**src/rtl/ps2_mouse_packet_decoder_assert.svh**
```systemverilog
// Assertion macros for the PS/2 mouse packet decoder.
// Depends on nothing; included inside module bodies that check their own logic.
`ifndef PS2_MOUSE_PACKET_DECODER_ASSERT_SVH
`define PS2_MOUSE_PACKET_DECODER_ASSERT_SVH

// Same-cycle implication, disabled while reset is held.
`define PS2MD_ASSERT_NOW(label, clk, rst_n, ante, cons) \
    label: assert property (@(posedge clk) disable iff (!rst_n) (ante) |-> (cons)) \
        else $error("ps2md assertion failed");

// Next-cycle implication, disabled while reset is held.
`define PS2MD_ASSERT_NEXT(label, clk, rst_n, ante, cons) \
    label: assert property (@(posedge clk) disable iff (!rst_n) (ante) |=> (cons)) \
        else $error("ps2md assertion failed");

`endif

```
**src/rtl/ps2md_pkg.sv**
```systemverilog
// Types, constants and helpers shared by the PS/2 mouse packet decoder.
// Used by ps2md_emit, ps2_mouse_packet_decoder and the testbench.
package ps2md_pkg;

    typedef enum logic [1:0] {
        EV_MOVE   = 2'd0,
        EV_BUTTON = 2'd1,
        EV_WHEEL  = 2'd2
    } t_event_kind;

    localparam int SYNC_BIT  = 3;
    localparam int X_OVF_BIT = 6;
    localparam int Y_OVF_BIT = 7;
    localparam int NUM_BTN   = 3;
    // pending-event slots: move, three buttons, wheel
    localparam int NUM_SLOT  = 5;

    localparam logic signed [7:0] DELTA_MAX = 8'sd127;
    localparam logic signed [7:0] DELTA_MIN = -8'sd128;

    // One completed packet, ready to be broken into events.
    typedef struct packed {
        logic signed [7:0]         dx;
        logic signed [7:0]         dy;
        logic [NUM_BTN-1:0]        buttons;
        logic [NUM_BTN-1:0]        changed;
        logic                      wheel_en;
        logic signed [7:0]         wheel;
        logic signed [31:0]        pos_x;
        logic signed [31:0]        pos_y;
    } t_packet;

    typedef struct packed {
        t_event_kind               kind;
        logic signed [7:0]         dx;
        logic signed [7:0]         dy;
        logic [NUM_BTN-1:0]        buttons;
        logic [1:0]                index;
        logic                      pressed;
        logic signed [7:0]         wheel;
        logic signed [31:0]        pos_x;
        logic signed [31:0]        pos_y;
        logic                      last;
    } t_event;

    // Overflow forces the delta to full scale; a zero delta goes negative.
    function automatic logic signed [7:0] sat_delta(input logic [7:0] raw, input logic ovf);
        logic signed [7:0] d;
        d = signed'(raw);
        if (!ovf) begin
            return d;
        end
        return (d > 8'sd0) ? DELTA_MAX : DELTA_MIN;
    endfunction

endpackage

```
**src/rtl/ps2md_emit.sv**
```systemverilog
// Event sequencer: holds one decoded packet; one event per cycle unless stalled.
// Depends on ps2md_pkg and ps2_mouse_packet_decoder_assert.svh.
module ps2md_emit (
    input  logic              i_clk,
    input  logic              i_rst_n,
    input  ps2md_pkg::t_packet i_pkt,
    input  logic              i_pkt_valid,
    output logic              o_pkt_ready,
    output ps2md_pkg::t_event o_evt,
    output logic              o_evt_valid,
    input  logic              i_evt_ready
);
    import ps2md_pkg::*;

    `include "ps2_mouse_packet_decoder_assert.svh"

    t_packet               r_pkt;
    logic [NUM_SLOT-1:0]   r_mask, n_mask;
    t_event                r_out, n_out;
    logic                  r_out_valid, n_out_valid;

    logic [NUM_SLOT-1:0]   w_pick;
    logic [NUM_SLOT-1:0]   w_rest;
    logic                  w_load;
    logic                  w_pkt_take;

    // lowest pending slot goes first: move, left, right, middle, wheel
    assign w_pick     = r_mask & (~r_mask + NUM_SLOT'(1));
    assign w_rest     = r_mask & ~w_pick;
    assign w_load     = (r_mask != '0) && (!r_out_valid || i_evt_ready);
    assign o_pkt_ready = (r_mask == '0) || (w_load && (w_rest == '0));
    assign w_pkt_take = i_pkt_valid && o_pkt_ready;

    always_comb begin
        n_out          = r_out;
        n_out_valid    = r_out_valid;
        if (r_out_valid && i_evt_ready) begin
            n_out_valid = 1'b0;
        end
        if (w_load) begin
            n_out_valid    = 1'b1;
            n_out.kind     = EV_MOVE;
            n_out.dx       = '0;
            n_out.dy       = '0;
            n_out.buttons  = r_pkt.buttons;
            n_out.index    = '0;
            n_out.pressed  = 1'b0;
            n_out.wheel    = '0;
            n_out.pos_x    = r_pkt.pos_x;
            n_out.pos_y    = r_pkt.pos_y;
            n_out.last     = (w_rest == '0);
            priority if (w_pick[0]) begin
                n_out.dx = r_pkt.dx;
                n_out.dy = r_pkt.dy;
            end else if (w_pick[1]) begin
                n_out.kind    = EV_BUTTON;
                n_out.index   = 2'd0;
                n_out.pressed = r_pkt.buttons[0];
            end else if (w_pick[2]) begin
                n_out.kind    = EV_BUTTON;
                n_out.index   = 2'd1;
                n_out.pressed = r_pkt.buttons[1];
            end else if (w_pick[3]) begin
                n_out.kind    = EV_BUTTON;
                n_out.index   = 2'd2;
                n_out.pressed = r_pkt.buttons[2];
            end else begin
                n_out.kind  = EV_WHEEL;
                n_out.wheel = r_pkt.wheel;
            end
        end
    end

    always_comb begin
        n_mask = r_mask;
        if (w_pkt_take) begin
            n_mask = {i_pkt.wheel_en, i_pkt.changed, 1'b1};
        end else if (w_load) begin
            n_mask = w_rest;
        end
    end

    always_ff @(posedge i_clk) begin
        if (!i_rst_n) begin
            r_mask      <= '0;
            r_out_valid <= 1'b0;
        end else begin
            r_mask      <= n_mask;
            r_out_valid <= n_out_valid;
        end
    end

    always_ff @(posedge i_clk) begin
        r_out <= n_out;
        if (w_pkt_take) begin
            r_pkt <= i_pkt;
        end
    end

    assign o_evt       = r_out;
    assign o_evt_valid = r_out_valid;

    `PS2MD_ASSERT_NEXT(a_take_queues_move, i_clk, i_rst_n, w_pkt_take, r_mask[0])
    `PS2MD_ASSERT_NOW(a_ready_one_left, i_clk, i_rst_n, o_pkt_ready && (r_mask != '0), $onehot(r_mask))
    `PS2MD_ASSERT_NOW(a_wheel_is_last, i_clk, i_rst_n, r_out_valid && (r_out.kind == EV_WHEEL), r_out.last)
    `PS2MD_ASSERT_NOW(a_move_heads_packet, i_clk, i_rst_n, w_load && w_pick[0], !(r_out_valid && !r_out.last))

endmodule

```
**src/rtl/ps2_mouse_packet_decoder.sv**
```systemverilog
// PS/2 mouse packet decoder: byte assembly, delta saturation and position tracking.
// Depends on ps2md_pkg and ps2md_emit.
// A packet's first event is registered in the pending mask, then in the output register.
// Throughput: events leave one per cycle while the receiver is ready (1 to 5 per packet);
// any byte is held off while more than one event is left, or one is left and output stalls.
// Reset (synchronous, active low) clears bytes, positions, buttons, wheel mode and events.
module ps2_mouse_packet_decoder #(
    parameter int POSITION_WIDTH = 32
) (
    input  logic        i_clk,
    input  logic        i_rst_n,
    input  logic        i_cfg_we,
    input  logic        i_cfg_wdata,    // wheel_mode
    input  logic        s_axis_tvalid,
    output logic        s_axis_tready,
    input  logic [7:0]  s_axis_tdata,   // [7:0] rx_byte
    output logic        m_axis_tvalid,
    input  logic        m_axis_tready,
    output logic [95:0] m_axis_tdata,   // [7:0] delta_x, [15:8] delta_y, [18:16] button_state,
                                        // [20:19] button_index, [21] pressed,
                                        // [29:22] wheel_delta, [61:30] pos_x, [93:62] pos_y
    output logic [1:0]  m_axis_tuser,   // [1:0] event_kind
    output logic        m_axis_tlast    // last_of_packet
);
    import ps2md_pkg::*;

    logic                              r_wheel_mode;
    logic [7:0]                        r_hdr, r_x, r_y;
    logic [1:0]                        r_idx, n_idx;
    logic signed [POSITION_WIDTH-1:0]  r_pos_x, r_pos_y, n_pos_x, n_pos_y;
    logic [NUM_BTN-1:0]                r_prev_btn;

    logic       w_take, w_drop, w_done;
    logic [1:0] w_last_idx;
    logic [7:0] w_y;
    t_packet    w_pkt;
    t_event     w_evt;

    assign w_take     = s_axis_tvalid && s_axis_tready;
    assign w_drop     = (r_idx == 2'd0) && !s_axis_tdata[SYNC_BIT];
    assign w_last_idx = r_wheel_mode ? 2'd3 : 2'd2;
    assign w_done     = !w_drop && (r_idx >= w_last_idx);
    // at index two the y byte is the one arriving now
    assign w_y        = (r_idx == 2'd2) ? s_axis_tdata : r_y;

    always_comb begin
        w_pkt.dx       = sat_delta(r_x, r_hdr[X_OVF_BIT]);
        w_pkt.dy       = sat_delta(w_y, r_hdr[Y_OVF_BIT]);
        w_pkt.buttons  = r_hdr[NUM_BTN-1:0];
        w_pkt.changed  = r_hdr[NUM_BTN-1:0] ^ r_prev_btn;
        w_pkt.wheel_en = r_wheel_mode && (r_idx == 2'd3) && (s_axis_tdata != 8'd0);
        w_pkt.wheel    = signed'(s_axis_tdata);
        n_pos_x        = r_pos_x + POSITION_WIDTH'(w_pkt.dx);
        n_pos_y        = r_pos_y - POSITION_WIDTH'(w_pkt.dy);
        w_pkt.pos_x    = 32'(n_pos_x);
        w_pkt.pos_y    = 32'(n_pos_y);
    end

    always_comb begin
        n_idx = r_idx;
        if (!w_drop) begin
            n_idx = w_done ? 2'd0 : r_idx + 2'd1;
        end
    end

    always_ff @(posedge i_clk) begin
        if (!i_rst_n) begin
            r_wheel_mode <= 1'b0;
            r_idx        <= '0;
            r_hdr        <= '0;
            r_x          <= '0;
            r_y          <= '0;
            r_pos_x      <= '0;
            r_pos_y      <= '0;
            r_prev_btn   <= '0;
        end else begin
            if (i_cfg_we) begin
                r_wheel_mode <= i_cfg_wdata;
            end
            if (w_take) begin
                r_idx <= n_idx;
                if (!w_drop) begin
                    unique case (r_idx)
                        2'd0:    r_hdr <= s_axis_tdata;
                        2'd1:    r_x   <= s_axis_tdata;
                        2'd2:    r_y   <= s_axis_tdata;
                        default: ;
                    endcase
                end
                if (w_done) begin
                    r_pos_x    <= n_pos_x;
                    r_pos_y    <= n_pos_y;
                    r_prev_btn <= w_pkt.buttons;
                end
            end
        end
    end

    ps2md_emit u_emit (
        .i_clk       (i_clk),
        .i_rst_n     (i_rst_n),
        .i_pkt       (w_pkt),
        .i_pkt_valid (s_axis_tvalid && w_done),
        .o_pkt_ready (s_axis_tready),
        .o_evt       (w_evt),
        .o_evt_valid (m_axis_tvalid),
        .i_evt_ready (m_axis_tready)
    );

    assign m_axis_tdata = {2'b00, w_evt.pos_y, w_evt.pos_x, w_evt.wheel, w_evt.pressed,
                           w_evt.index, w_evt.buttons, w_evt.dy, w_evt.dx};
    assign m_axis_tuser = w_evt.kind;
    assign m_axis_tlast = w_evt.last;

endmodule

```
**config.mk**
```make
export PLATFORM = sky130hd
export DESIGN_NAME = ps2_mouse_packet_decoder
export DESIGN_NICKNAME = d
export VERILOG_FILES = /design/src/rtl/ps2md_pkg.sv /design/src/rtl/ps2md_emit.sv /design/src/rtl/ps2_mouse_packet_decoder.sv
export VERILOG_INCLUDE_DIRS = /design/src /design/src/rtl
export SDC_FILE = /design/constraint.sdc
export NUM_CORES = 1
export LEC_CHECK = 0
export BUFFER_PORTS_ARGS = -buffer_cell sky130_fd_sc_hd__buf_2
export CORE_ASPECT_RATIO = 1.5
export CORE_UTILIZATION = 30
export DETAILED_ROUTE_END_ITERATION = 12
export HOLD_SLACK_MARGIN = 0.05
export PLACE_DENSITY = 0.51
export REMOVE_ABC_BUFFERS = 1
export SLEW_MARGIN = 20
export SYNTH_ARGS = -nofsm -noshare
export SYNTH_HDL_FRONTEND = slang
export SYNTH_SLANG_ARGS = --single-unit
```
**constraint.sdc**
```tcl
create_clock -name i_clk -period 13.1 [get_ports i_clk]
set_clock_uncertainty 0.1 [all_clocks]
set_input_delay 1.965 -clock i_clk [delete_from_list [all_inputs] [get_ports i_clk]]
set_output_delay 1.965 -clock i_clk [all_outputs]
set_load 0.02 [all_outputs]
```
==> key figures, run 1 <==
Outcome
  • Status: complete, no violations

Floorplanning
  • Vert. Die Dim: 259 µm
  • Io pins: 115
  • Core box area: 0.0432 mm²
  • Die Wd: 173 µm
  • Row count: 93
  • Initial Util: 30.6%
  • Die ar.: 0.0449 mm²

Clock network
  • Worst-Skew Late Latency: 540 ps
  • CTS max path bufs: 3
  • Clk sinks: 285
  • Post-CTS Setup Bufs: 0
  • CTS Hold Bufs: 0
  • Clk slew on worst S/H paths: 70 ps
  • CTS tree: done
  • PostCTS Resize Cnt: 0
  • CTS root buffer: clkbuf_16
  • CTS H-Tree Depth: 1
  • Num CTS Buffers: 28

Setup path
  • Setup crit end kind: register
  • WP data required: 13480 ps
  • Reg2reg end: u_emit.r_pkt[30]
  • CP Max Fanout: 104
  • Flop-to-flop setup slack: 7650 ps
  • Arrival time at the worst endpoint: 6740 ps
  • Reg-to-reg startpoint: r_idx[0]
  • Worst R2R Path Depth: 16
  • Crit start category: input port
  • Kind of critical path: input port to register
  • Worst Setup SP: m_axis_tready

Global routing
  • Vias in the first global route: 8990
  • Initial antenna violation count: 0
  • Pin count of the biggest net entering global routing: 105
  • Overflow after GRT: 0
  • First-pass GRT wire length: 46700 µm
  • Total track usage: 12.8%

Final layout
  • Fillers: 4241
  • Fin area: 0.0152 mm²
  • Fin cells: 1886
  • Antenna cells: 0
  • Layout cells sized above 1: 14.4%
  • P&R area growth vs syn: 15.3%
  • Layout Nets: 1377

Drt
  • Drt first-iter violations: 448
  • TritonRoute pass-1 iters: 4
  • DRC: 0
  • Drt wl/cell: 15.2 µm
  • ANT nets after route: 0
  • Routed vias: 9028
  • Routed WL: 28700 µm
  • DR vias/cell: 4.79

STA
  • Fin crit share: 48.5%
  • Max Slew Vio Count: 0
  • Setup ws final: 6750 ps
  • Setup TNS: 0 ps
  • FMAX: 0.157 GHz
  • Fin Hold WS: 319 ps
  • Worst slew pin tran: 989 ps
  • Relative slew slack: 33.5%
  • Hold Vio Cnt, Final: 0
  • Final setup violation count: 0
  • RSZ-0062 raised after global routing: false
  • Crit path time final: 6350 ps

Synthesis
  • Ys flop type: edfxtp_1
  • Yosys cell types: 72
  • Syn Inst Count: 1200
  • #FFs+latches synth: 285
  • Synth warn: 0
  • Mean post-synth cell area: 11.0 µm²
  • Post-synth EDFFs: 188
  • Mapped Area: 0.0132 mm²
  • Asr flop ratio synth: 0%
  • Post-synthesis sequential area ratio: 57.5%

Pwr
  • P_leak: 5.73 nW
  • VDD IR max: 82.4 µV
  • Power per standard cell area: 141 mW/mm²

Placed design
  • Global placer's final weighted congestion: 0.799
  • Place WS: 6090 ps
  • Dpl cell area: 0.0143 mm²
  • Post-DP HPWL: 19300 µm
  • IO Port Bufs: 112
  • Placed Cells incl. Taps: 1834

Worst hold path
  • Min-Delay Path Class: register to register
  • Hold EP: u_emit.o_evt[28]
  • Hold path depth: 0
  • Hold_sp: u_emit.r_pkt[27]

Flow run
  • Max_cap viols: 0
logic make-up after synthesis:
kind of cell | count (synthesis) | synth area share (%)
fa+ha+maj | 70 | 6.73
buf+inv | 104 | 3.23
other cells | 1 | 0.0284
xor+xnor | 65 | 4.31
compound gates | 299 | 14.5
mux | 14 | 1.07
flops | 285 | 57.5
simple gates | 362 | 12.6
synthesized netlist by cell type, drive strengths merged (9+ instances only):
library cell,number,area (µm²)
nand4,14,93.8
inv,47,176
nand2,163,612
and2,25,156
a211oi,9,67.6
mux2i,13,130
a21oi,133,673
o21a,18,135
clkbuf,34,128
xor2,22,193
or3,10,62.6
nor2,58,218
a21o,28,210
xnor2,43,377
edfxtp,188,5650
nor3,15,80.1
ha,67,838
o21ai,45,229
nand3,38,190
and3,9,56.3
o21bai,13,109
buf,23,123
dfxtp,97,1940
metrics by stage:
step | power [mW] | utilization [%]
final | 2.15 | 35.2
after global routing | 2.26 | 35.2
after CTS | 2.18 | 35.2
after detailed placement | 1.38 | 33.2
after global placement | 1.38 | 33.2
after floorplan | 1.29 | -
power by group:
group,internal [mW],switching [mW]
registers,0.995,0.00948
clock network,0.448,0.339
logic,0.130,0.226
how the worst max path moves through the flow:
stage,end,cells after the start,slack (ps)
after global routing,r_pos_y[24],12,6170
after CTS,r_pos_y[24],12,6660
after global placement,r_pos_y[24],12,6260
after floorplan,r_pos_x[25],9,4140
after detailed placement,r_pos_y[24],12,6090
final,r_pos_y[24],12,6750
state kept, by name, indices dropped and copies added, names as in the netlist, 5 cells and up:
register / count
r_y: 8
u_emit.r_mask: 5
r_pos_x: 32
u_emit.o_evt: 97
r_hdr: 5
u_emit.r_pkt: 91
r_pos_y: 32
r_x: 8
worst max-delay path, cell delays in order:
cell,delay (ps)
buf_2,80
nor2b_1,110
nor2_1,220
o21bai_1,120
o31ai_2,210
and3_1,810
nand3_2,960
inv_6,1000
buf_4,720
nand4_1,160
mux2i_1,190
a311o_1,140
cell type report:
class                      instances  area, µm²  area share [%]
clock buffer                      37        796            5.23
tap                              570        713            4.69
sequential                       285       7590            49.9
timing repair buffer             120        621            4.08
clock inverter                    15        108           0.707
inverter                          47        181            1.19
multi-input combinational        812       5210            34.2
routing by layer:
layer  share of wire, %  vias to the layer above  wire [µm]  GRT usage (%)
met1                 44                     4302      12700           15.5
met2                 50                      156      14400           23.2
met3                3.8                       29       1090           1.87
met4                1.7                        0        474           3.71
li1                   -                     4541          -              -
met5                  0                        -          0              0
layout by cell type (no fill, tap or decap), drive strengths merged, types with 7 or more instances in the layout:
master / Yosys / routed
nor2b: 8 / 8
dfxtp: 97 / 97
xor2: 22 / 22
o21ai: 45 / 45
o211ai: 8 / 8
or3: 10 / 10
nor3: 15 / 15
ha: 67 / 67
inv: 47 / 49
nor2: 58 / 58
buf: 23 / 120
edfxtp: 188 / 188
and2: 25 / 25
a21oi: 133 / 133
nand4: 14 / 14
clkinv: 0 / 10
a211oi: 9 / 9
xnor2: 43 / 43
o21a: 18 / 18
nand3: 38 / 38
nor4: 7 / 7
nand2: 163 / 163
and3: 9 / 9
mux2i: 13 / 13
o21bai: 13 / 13
clkbuf: 34 / 37
a21o: 28 / 28
No activity file was read; power rests on OpenSTA's default activity.
==> run 2: changes to the inputs <==
Settings changed: ABC_AREA set to 1.
Clock period 13.1 ns to 6.08 ns, I/O delays scaled along.
==> run 2 against run 1 <==
Against the previous run: core utilization is 0.23 points lower; routed wire length increased by 24%; critical path depth grew 8; critical endpoint is now u_emit.r_pkt[25]; largest cell class unchanged; largest power group unchanged; highest routed layer unchanged.
==> key figures, run 2 <==
Global routing
  • Met3 usage: 1.93%
  • Global route hottest layer: met2
  • GRT met1 Usage: 16.1%
  • Overflow after GRT: 0
  • Vias in the first global route: 10885
  • First-pass GRT wire length: 56600 µm
  • GR Util met2: 27.7%
  • Pin count of the biggest net entering global routing: 68
  • Total track usage: 14.6%
  • Initial antenna violation count: 0

Setup path
  • CP Max Fanout: 25
  • Kind of critical path: register to register
  • Crit start category: register
  • Arrival time at the worst endpoint: 4390 ps
  • Setup crit end kind: register
  • WP data required: 6300 ps

Pwr
  • Power share of the clock group: 24.8%
  • VDD IR max: 255 µV
  • Power per standard cell area: 430 mW/mm²
  • P_leak: 7.96 nW
  • Net Sw Frac: 38.6%
  • Gate power share: 35.4%
  • Net switching power: 2.72 mW
  • Int Power: 4.33 mW
  • Reg power frac: 39.8%

Synthesis
  • Yosys cell types: 39
  • Synth warn: 0
  • Largest cells by area after synthesis: edfxtp_1 (39%), nand2_1 (16%), dfxtp_1 (14%)
  • Commonest cells in the synthesized netlist: nand2_1 (620), inv_1 (240), edfxtp_1 (188), nor2_1 (112), dfxtp_1 (97)
  • #FFs+latches synth: 285
  • Post-synthesis sequential area ratio: 53.1%
  • Post-synth EDFFs: 188
  • Ys flop type: edfxtp_1
  • Asr flop ratio synth: 0%
  • Syn Inst Count: 1694
  • Most numerous cell in the Yosys netlist: nand2_1
  • Mapped Area: 0.0143 mm²
  • Mean post-synth cell area: 8.44 µm²
  • Top-area cell type share of the netlist area: 39.5%
  • Cell type with the largest total area after synthesis: edfxtp_1

Placed design
  • Global placer's final weighted congestion: 0.886
  • Post-DP HPWL: 26300 µm
  • IO Port Bufs: 112

Final layout
  • Antenna cells: 0
  • Fillers: 4919
  • Layout cells sized above 1: 9.55%
  • Largest register FFs: 97
  • Most common cell after layout, fill and taps aside: nand2_1
  • Post-Route Utilization: 35.0%
  • P&R area growth vs syn: 14.8%
  • Layout Nets: 1901
  • Most frequent cells in the layout: nand2_1 (619), inv_1 (239), edfxtp_1 (188)

Clock network
  • Post-CTS Setup Bufs: 0
  • Clk sinks: 285
  • CTS root buffer: clkbuf_16
  • CTS H-Tree Depth: 1
  • Worst-Skew Late Latency: 590 ps
  • PostCTS Resize Cnt: 0
  • CTS max path bufs: 3
  • CTS tree: done
  • Num CTS Buffers: 30
  • Clk slew on worst S/H paths: 60 ps
  • CTS Hold Bufs: 0

Floorplanning
  • Die ar.: 0.0485 mm²
  • Vert. Die Dim: 269 µm
  • Io pins: 115
  • Die Wd: 180 µm
  • Initial Util: 30.5%
  • Core box area: 0.0468 mm²
  • Row count: 97

Drt
  • TritonRoute pass-1 iters: 5
  • Drt first-iter violations: 738
  • Drt wl/cell: 14.6 µm
  • Routed WL: 35500 µm
  • Routed vias: 10916
  • DR vias/cell: 4.48
  • DRC: 0
  • ANT nets after route: 0

STA
  • Max Slew Vio Count: 0
  • Fin Hold WS: 317 ps
  • Fin crit share: 68.7%
  • Final setup violation count: 0
  • FMAX: 0.239 GHz
  • Relative slew slack: 37.0%
  • Hold Vio Cnt, Final: 0
  • Worst slew pin tran: 945 ps
  • RSZ-0062 raised after global routing: false
  • Crit path time final: 4180 ps
  • Setup TNS: 0 ps

Outcome
  • Status: complete, no violations

Worst hold path
  • Min-Delay Path Class: register to register

Flow run
  • Max_cap viols: 0
## run 2: cell types whose count changed in the layout (fill, tap and decap cells not counted), sizes merged, moves of 13 or more
cell    before  now
nand3b       1   15
nand2      163  623
nand3       38   95
a21o        28    2
mux2i       13    0
nor2        58  115
a21oi      133   88
o21ai       45   32
xnor2       43    2
inv         49  244
## run 2: through the flow
stage	instances	area (µm²)	total power, mW	worst slack, ps
after floorplan	1669	14100	4.57	2380
after global placement	2380	15500	5.39	1330
after detailed placement	2380	15500	5.39	1810
after CTS	2436	16400	7.19	1860
after global routing	2436	16400	7.54	1400
final	2436	16400	7.05	1900
## run 2: area by class of cell
cell class	instances	area (µm²)	area share, %
clock buffer	38	781	4.76
clock inverter	18	163	0.992
inverter	244	921	5.61
multi-input combinational	1140	5610	34.2
sequential	285	7590	46.3
tap	594	743	4.53
timing repair buffer	117	598	3.65
## run 2: cells by family (layout without fill, tap and decap cells)
group | count (synthesis) | in the layout | share of synthesized area (%)
fa+ha+maj | 69 | 69 | 6.14
xor+xnor | 33 | 33 | 2.02
flops | 285 | 285 | 53.1
other cells | 1 | 2 | 0.0262
simple gates | 904 | 904 | 26.2
buf+inv | 270 | 417 | 7.71
compound gates | 132 | 132 | 4.83
## run 2: worst max-delay path, cell delays in order, from the launching register on
cell     delay, ps
dfxtp_1        380
inv_1          110
ha_1           330
inv_1          200
nand2_1         80
nand2_1        100
nand2_1         60
nor2_1         110
nand2_1         70
nand2_1        150
nand2_2        420
ha_1           530
nand2_1        160
inv_1           70
nand2_1         60
nand2_1         70
a21oi_1        300
nor2_1          70
nor2_1         190
nand3_1        130
and2_1         200
## run 2: layer usage
metal / share of wire [%] / up-vias
li1: - / 5650
met1: 41 / 5011
met2: 52 / 194
met3: 3.4 / 61
met4: 3.5 / 0
met5: 0 / -
## run 2: power by group through the flow
stage                     clock network, mW  registers (mW)  logic, mW
after global routing                   1.89            2.85       2.80
after CTS                              1.81            2.82       2.56
after detailed placement                  0            2.85       2.54
after global placement                    0            2.85       2.54
after floorplan                           0            3.17       1.40
final                                  1.75            2.81       2.50
## run 2: final timing paths
path	from	to	slack [ps]	cells past startpoint
setup / recovery	r_idx[0]	u_emit.r_pkt[25]	1900	20
hold / removal	u_emit.r_pkt[39]	u_emit.o_evt[40]	320	0
setup reg to reg	r_idx[0]	u_emit.r_pkt[25]	1900	20
hold reg to reg	u_emit.r_pkt[39]	u_emit.o_evt[40]	320	0
==> run 3: changes to the inputs <==
Clock period 6.08 ns to 3.85 ns, I/O delays scaled along.
==> run 3 against run 2 <==
Against the previous run: final area up 2.2%; cell count up 0.41%; register-to-register slack worse by 1600 ps; routed wire length up 1.5%; worst setup slack worse by 1600 ps; maximum frequency up 18%; largest cell class unchanged.
==> key figures, run 3 (synthesized netlist as in run 2, its figures left out) <==
Global routing
  • Overflow after GRT: 0
  • Total track usage: 14.8%
  • Vias in the first global route: 10849
  • Initial antenna violation count: 0
  • First-pass GRT wire length: 57100 µm
  • Pin count of the biggest net entering global routing: 94

Setup path
  • Worst Setup SP: r_idx[0]
  • Crit path buf inv count: 4
  • Reg2reg end: u_emit.r_pkt[26]
  • Arrival time at the worst endpoint: 3760 ps
  • CP top delay family: simple AND/OR/NAND/NOR gates
  • Setup crit end kind: register
  • Worst path slowest cell: ha_1
  • Reg-to-reg startpoint: r_idx[0]
  • Kind of critical path: register to register
  • Worst R2R Path Depth: 21
  • Critical Path Max Stage Delay: 380 ps
  • Most used cell, CP: nand2_1
  • Flop-to-flop setup slack: 300 ps
  • Cells along the critical path: inv_1, ha_4, inv_1, nand2_1, nand2_1, nand2_1, nor2_1, nand2_1, nand2_2, nand2_1, buf_12, ha_1, nand2_2, inv_1, nand2_1, nand2_1, a21oi_4, nor2_1, nor2_2, nand3_1, and2_1
  • Crit start category: register
  • WP data required: 4060 ps
  • CP Max Fanout: 25

STA
  • Relative slew slack: 35.7%
  • Fin Hold WS: 143 ps
  • Fin crit share: 92.1%
  • Worst slew pin tran: 962 ps
  • Crit path time final: 3550 ps
  • RSZ-0062 raised after global routing: false
  • Final setup violation count: 0
  • Setup ws final: 305 ps
  • Max Slew Vio Count: 0
  • FMAX: 0.282 GHz
  • Hold Vio Cnt, Final: 0

Clock network
  • CTS H-Tree Depth: 1
  • Worst-Skew Late Latency: 580 ps
  • Post-CTS Setup Bufs: 0
  • Clk slew on worst S/H paths: 60 ps
  • Num CTS Buffers: 30
  • CTS max path bufs: 3
  • Clk sinks: 285
  • CTS root buffer: clkbuf_16
  • CTS tree: done

Floorplanning
  • Io pins: 115
  • Die ar.: 0.0485 mm²
  • Vert. Die Dim: 269 µm
  • Die Wd: 180 µm
  • Initial Util: 30.5%
  • Row count: 97
  • Core box area: 0.0468 mm²

Final layout
  • Layout cells sized above 1: 11.3%
  • Antenna cells: 0
  • Fin area: 0.0168 mm²
  • P&R area growth vs syn: 17.3%
  • Most frequent cells in the layout: nand2_1 (616), inv_1 (238), edfxtp_1 (188)
  • Largest register FFs: 97
  • Layout Nets: 1911
  • Most common cell after layout, fill and taps aside: nand2_1

Drt
  • Routed vias: 10863
  • TritonRoute pass-1 iters: 5
  • Routed WL: 36100 µm
  • DR vias/cell: 4.44
  • Drt first-iter violations: 506
  • ANT nets after route: 0
  • Drt wl/cell: 14.7 µm
  • DRC: 0

Pwr
  • VDD IR max: 381 µV
  • Int Power: 7.36 mW
  • P_leak: 8.11 nW
  • Power per standard cell area: 699 mW/mm²
  • Power share of the clock group: 27.1%
  • Net switching power: 4.36 mW
  • Gate power share: 35.4%
  • Overall Power: 11.7 mW
  • Reg power frac: 37.5%
  • Net Sw Frac: 37.2%

Flow run
  • Max_cap viols: 0

Placed design
  • Place WS: -124 ps
  • IO Port Bufs: 112
  • Dpl cell area: 0.0156 mm²
  • Post-DP HPWL: 27000 µm
  • Global placer's final weighted congestion: 0.909

Outcome
  • Status: complete, no violations

Worst hold path
  • Hold_sp: i_cfg_wdata
  • Hold EP: r_wheel_mode
  • Hold path depth: 3
  • Min-Delay Path Class: input port to register
## run 3: changes by cell type in the layout (fill, tap and decap cells not counted), sizes merged
cell | before | now
bufinv | 1 | 6
clkbuf | 38 | 40
clkinvlp | 2 | 4
buf | 117 | 126
clkinv | 15 | 6
dlygate4sd3 | 0 | 1
## run 3: cell type report
type	instances	area (µm²)
clock inverters	16	259
fillers	4852	30100
clock buffers	40	840
repair buffers	127	738
inverters	244	921
well taps	594	743
multi-input cells	1140	5680
flip-flops and latches	285	7590
## run 3: power groups by stage
| stage | Sequential, mW | Clock, mW | Combinational (mW) |
|---|---|---|---|
| 6_report | 4.40 | 3.18 | 4.15 |
| 5_1_grt | 4.47 | 3.40 | 4.62 |
| 4_1_cts | 4.42 | 3.29 | 4.19 |
| 3_5_place_dp | 4.47 | 0 | 4.15 |
| 3_3_place_gp | 4.47 | 0 | 4.13 |
| 2_1_floorplan | 5.01 | 0 | 2.21 |
## run 3: routing by layer
| metal | wire, µm | global-route usage, % | part of all wire [%] |
|---|---|---|---|
| met1 | 14600 | 16.1 | 41 |
| met2 | 19400 | 28.9 | 54 |
| met3 | 1120 | 1.89 | 3.1 |
| met4 | 930 | 5.42 | 2.6 |
| met5 | 0 | 0 | 0 |
## run 3: timing repair
action,CTS,global route
pin swaps,0,0
endpoints found under the setup margin,2,28
hold buffers,1,0
resized for setup,4,19
gates cloned,0,0
hold endpoints to repair,1,0
## run 3: how the worst max path moves through the flow
stage / endpoint / slack (ps) / depth (start not counted)
2_1_floorplan: u_emit.r_mask[1] / 170 / 9
5_1_grt: u_emit.r_pkt[23] / 20 / 22
3_3_place_gp: u_emit.r_pkt[26] / -140 / 19
4_1_cts: u_emit.r_pkt[26] / 8 / 22
3_5_place_dp: u_emit.r_pkt[26] / -120 / 19
6_report: u_emit.r_pkt[26] / 300 / 21
## run 3: stage by stage
| step | setup TNS [ps] | utilization [%] | instances |
|---|---|---|---|
| after floorplan | 0 | - | 1669 |
| after global placement | -144 | 33.3 | 2389 |
| after detailed placement | -128 | 33.3 | 2389 |
| after CTS | 0 | 35.7 | 2446 |
| after global routing | 0 | 35.8 | 2446 |
| final | 0 | 35.8 | 2446 |
## run 3: worst min-delay path, stage by stage
cell,delay (ps)
buf_2,100
inv_1,50
a21oi_1,50
